## src/vector_length_clamp_macros.svh

```systemverilog
// assertion helpers for the vector length clamp
`ifndef VECTOR_LENGTH_CLAMP_MACROS_SVH
`define VECTOR_LENGTH_CLAMP_MACROS_SVH

// implication checked on every rising clock edge outside reset
`define VLC_ASSERT_IMP(lbl, ante, cons) \
  lbl: assert property (@(posedge clk_i) disable iff (!rst_ni) (ante) |-> (cons)) \
    else $error("vector_length_clamp: implication check failed");

// invariant checked on every rising clock edge outside reset
`define VLC_ASSERT_ALWAYS(lbl, cond) \
  lbl: assert property (@(posedge clk_i) disable iff (!rst_ni) (cond)) \
    else $error("vector_length_clamp: invariant check failed");

`endif

```

## src/vlc_isqrt.sv

```systemverilog
module vlc_isqrt #(
  parameter int CW   = 32,
  parameter int SB_W = 8
) (
  input  logic            clk_i,
  input  logic            rst_ni,
  input  logic            in_valid_i,
  output logic            in_ready_o,
  input  logic [2*CW-1:0] rad_i,
  input  logic [SB_W-1:0] sb_i,
  output logic            out_valid_o,
  input  logic            out_ready_i,
  output logic [CW-1:0]   root_o,
  output logic [SB_W-1:0] sb_o
);

  localparam int RW = CW + 3;

  logic [2*CW-1:0] rad  [CW+1];
  logic [RW-1:0]   rem  [CW+1];
  logic [CW-1:0]   root [CW+1];
  logic [SB_W-1:0] sb   [CW+1];
  logic [CW:0]     vld;
  logic [CW+1:1]   rdy;

  assign rad[0]  = rad_i;
  assign rem[0]  = '0;
  assign root[0] = '0;
  assign sb[0]   = sb_i;
  assign vld[0]  = in_valid_i;
  assign rdy[CW+1] = out_ready_i;

  // one root bit per stage, two radicand bits brought down each time
  for (genvar k = 0; k < CW; k++) begin : g_stage
    logic [RW-1:0] pull;
    logic [RW-1:0] trial;
    logic          take;

    assign pull  = {rem[k][RW-3:0], rad[k][2*CW-1 -: 2]};
    assign trial = {1'b0, root[k], 2'b01};
    assign take  = pull >= trial;
    assign rdy[k+1] = !vld[k+1] || rdy[k+2];

    always_ff @(posedge clk_i or negedge rst_ni) begin
      if (!rst_ni) begin
        vld[k+1] <= 1'b0;
      end else if (rdy[k+1]) begin
        vld[k+1] <= vld[k];
      end
    end

    always_ff @(posedge clk_i) begin
      if (rdy[k+1] && vld[k]) begin
        rad[k+1]  <= rad[k] << 2;
        rem[k+1]  <= take ? (pull - trial) : pull;
        root[k+1] <= {root[k][CW-2:0], take};
        sb[k+1]   <= sb[k];
      end
    end
  end

  assign in_ready_o  = rdy[1];
  assign out_valid_o = vld[CW];
  assign root_o      = root[CW];
  assign sb_o        = sb[CW];

endmodule

```

## config.mk

```make
export PLATFORM = sky130hd
export DESIGN_NAME = vlc_isqrt
export DESIGN_NICKNAME = d
export VERILOG_FILES = /design/src/vector_length_clamp_macros.svh /design/src/vlc_isqrt.sv
export SDC_FILE = /design/constraint.sdc
export NUM_CORES = 2
export LEC_CHECK = 0
export BUFFER_PORTS_ARGS = -buffer_cell sky130_fd_sc_hd__buf_4
export CAP_MARGIN = 20
export CORE_MARGIN = 1.5
export CORE_UTILIZATION = 45
export CTS_BUF_LIST = sky130_fd_sc_hd__clkbuf_4
export CTS_CLUSTER_DIAMETER = 60
export DETAILED_ROUTE_END_ITERATION = 10
export GPL_TIMING_DRIVEN = 0
export PLACE_DENSITY = 0.64
export SYNTH_ARGS = -nofsm -noshare
export SYNTH_HDL_FRONTEND = slang
export SYNTH_SLANG_ARGS = --single-unit
export TNS_END_PERCENT = 50
```

## constraint.sdc

```tcl
create_clock -name clk_i -period 10.6 [get_ports clk_i]
set_clock_uncertainty 0.05 [all_clocks]
set_input_delay 2.12 -clock clk_i [delete_from_list [all_inputs] [get_ports clk_i]]
set_output_delay 2.12 -clock clk_i [all_outputs]
set_load 0.05 [all_outputs]
```

==> impl_results.md <==
* Power density cells at 235 nW/um^2
* Final worst path period need at 7800 ps
* Nets@finish at 10841
* Num CTS Buffers at 701
* HP Start: rad[1525]
* Wirelength per Cell at 19.5 microns
* Initial Util at 45.2%
* Yosys warns at 0
* Worst Hold Class: reg2reg
* NetSw at 0.0107 W
* Die ar. at 280000 sq um
* DRT Pass-1 Iters at 5
* Die X at 529 microns
* Final WS setup at 2800 ps
* CTS max path bufs at 4
* CP Capture Type: primary output
* Fillers at 23632
* Min-Delay Path Depth at 0
* Critical path peak fanout at 6
* Asr flop ratio synth at 1.15%
* Sequential area share after synthesis at 66.9%
* DRC Markers at 0
* Total routed wirelength at 282 mm
* Pleak at 53.3 nW
* Post-CTS repair timing setup buffer count at 0
* Setup CP Type: in2out
* Relative slew slack at 17.5%
* Critical R2R Capture: g_stage[31].pull[9]
* Worst min-delay path endpoint: rad[1463]
* Iter 0 DRT Violations at 5636
* Die height at 529 microns
* Reg-to-Reg Start: g_stage[30].trial[4]
* Initial antenna violation count at 7
* FF/Latch Area at 83400 sq um
* Max_cap viols at 0
* Drt via density at 5.27
* Clk_lat worst skew at 1550 ps
* Sw Ratio at 32.3%
* CTS resizes at 0
* Rows at 193
* WP data arrival at 5630 ps
* RSZ-0062 raised after global routing: no
* Clock Pin Slew Worst Setup and Hold Paths at 60 ps
* Pre-CTS WS at 2900 ps
* Syn Nets at 9951
* Area of the core at 276000 sq um
* Final Hold Viols at 0
* Slew @ Worst Pin at 1230 ps
* Startpoint types: input port
* CTS hold repair buffers at 0
* Worst EP required at 8430 ps
* Routed via count at 76108
* Placed insts at 13203
* Combinational power share at 26.7%
* Area of the multi-input gates at 38000 sq um
* Setup Viol. Count Final at 0
* Final std cells w/o fill at 14450
* Count of clock tree sinks at 2783
* R2R Setup Slk at 5520 ps
* Worst vdd ir at 0.000133 V
* H-tree Lvls at 6
* Worst r2r path cells at 12
* Synth-to-layout area growth at 12.9%
* Yosys reg bits at 2783
* # port buffers at 117
* Synth unique cells at 91
* GRT Util Overall at 19.9%
* EDFF count, synth at 2751
* Clock root buffer: clkbuf_4
* Tot Pwr at 0.0331 W
* Antenna-violating nets left at 0
* Primary FF master, synth: edfxtp_1
* I/O pin count at 118
* Largest net degree at the start of global routing at 70
* Status: completed
* Synth area leaders: edfxtp_1 66%, ha_1 5.6%, xnor2_1 2.8%
* Clock network fraction of design power at 26.4%
* P_int at 0.0224 W
* Proportion of layout cells with a drive suffix above 1 at 13.9%
* Synth Area per Inst at 13.4 sq um
* Sequential Power Share at 46.8%
* Post-synth top area cell: edfxtp_1
* Vias in the first global route at 76312
* Post-synthesis cell count at 9314
* CTS tree: done
* GRT overflow at 0
* Mapped Area at 125000 sq um
* Slew Viols, Final at 0
* Total negative slack at 0 ps
* First-pass GRT wire length at 432 mm
* Routability cong. at 0.921
* F_max at 128 MHz
* Placed wire-length estimate at 210 mm
* Crit share post-route at 73.5%
* Synth top area share at 66.3%
## kinds of logic after synthesis
group | count (synthesis) | share of synthesized area [%]
flip-flops | 2783 | 66.9
AND/OR/NAND/NOR | 2405 | 9.63
adder cells (fa/ha/maj) | 561 | 5.63
other | 1 | 0.00301
AO/OA/AOI/OAI | 1785 | 8.81
XOR/XNOR | 797 | 5.60
multiplexers | 76 | 0.668
buffers and inverters | 906 | 2.77
## sequential cells by signal, indices dropped and copies added (netlist names)
signal	count
sb	248
g_stage.pull	1037
root_o	32
sb_o	8
rad	930
vld	31
out_valid_o	1
g_stage.trial	496
## cells in the mapped netlist, types with 18 or more instances
library cell	count
a31oi_1	48
nand2_1	651
a21boi_0	33
mux2i_1	18
nor4_1	125
xor2_1	394
or2_2	67
inv_1	739
o211ai_1	39
nand2b_1	123
nand3_1	151
a21o_1	178
nand4_1	85
a2111oi_0	20
o21ai_0	544
or4_1	71
a21oi_1	500
a211oi_1	49
nor2b_1	66
or3_1	115
dfrtp_1	32
o21bai_1	46
nor2_1	497
nor3_1	250
xnor2_1	403
ha_1	561
o31ai_1	78
clkbuf_1	128
edfxtp_1	2751
and2_1	46
and3_1	44
o21a_1	105
nand3b_1	33
mux2_2	58
## critical path, stage by stage
cell,delay (ps)
buf_4,110
nand4b_1,460
inv_1,180
and3_1,350
nand3_1,380
nor2_1,700
and3_1,430
and3_1,230
nand3_1,320
buf_4,320
## layer usage
| layer | part of all wire [%] | global-route usage, % |
|---|---|---|
| met4 | 3.2 | 7.72 |
| met3 | 5.1 | 3.29 |
| met2 | 49 | 33.8 |
| met1 | 43 | 25.4 |
| met5 | 0.0064 | 0 |
## layout by cell type, fill, tap and decap left out, types with 71 or more instances in the layout
cell type,netlist,routed
nand3_1,151,151
edfxtp_1,2751,2751
or4_1,71,71
o21a_1,105,104
xor2_1,394,394
o31ai_1,78,78
nand2_1,651,651
clkbuf_4,0,993
clkbuf_1,128,128
buf_4,9,126
or3_1,115,115
o21ai_0,544,544
inv_1,739,739
clkinv_1,4,146
nand2b_1,123,123
xnor2_1,403,403
nor4_1,125,124
ha_1,561,561
nand4_1,85,85
a21o_1,178,178
nor3_1,250,250
a21oi_1,500,498
nor2_1,497,497
## stage by stage
| stage | utilization, % | hold WS, ps | cell area [sq um] |
|---|---|---|---|
| 6_report | 51.0 | 218 | 141000 |
| 5_1_grt | 51.0 | 268 | 141000 |
| 4_1_cts | 51.0 | 234 | 141000 |
| 3_5_place_dp | 47.8 | 355 | 132000 |
| 3_3_place_gp | 47.2 | 350 | 130000 |
| 2_1_floorplan | - | 350 | 125000 |
## layout make-up
| cell class | count | share of cell area (%) |
|---|---|---|
| Sequential cell | 2783 | 59.3 |
| Multi-Input combinational cell | 5625 | 27.0 |
| Clock buffer | 992 | 5.29 |
| Tap cell | 3705 | 3.29 |
| Inverter | 745 | 1.99 |
| Timing Repair Buffer | 187 | 1.72 |
| Clock inverter | 245 | 0.957 |
| Buffer | 161 | 0.464 |
| Antenna cell | 7 | 0.0124 |
## how the worst max path moves through the flow
stage | end | start
global route | in_ready_o | out_ready_i
detailed placement | in_ready_o | out_ready_i
global placement | rad[1571] | out_ready_i
CTS | in_ready_o | out_ready_i
finish | in_ready_o | out_ready_i
floorplan | g_stage[8].pull[0] | out_ready_i
## power groups by stage
stage / clock, W / sequential (W) / combinational, W
after floorplan: 0 / 0.0153 / 0.00641
after global placement: 0 / 0.0159 / 0.00855
after detailed placement: 0 / 0.0157 / 0.00874
after CTS: 0.00907 / 0.0155 / 0.00882
after global routing: 0.00965 / 0.0157 / 0.00983
final: 0.00874 / 0.0155 / 0.00885
Power figures use the tool's default switching activity.
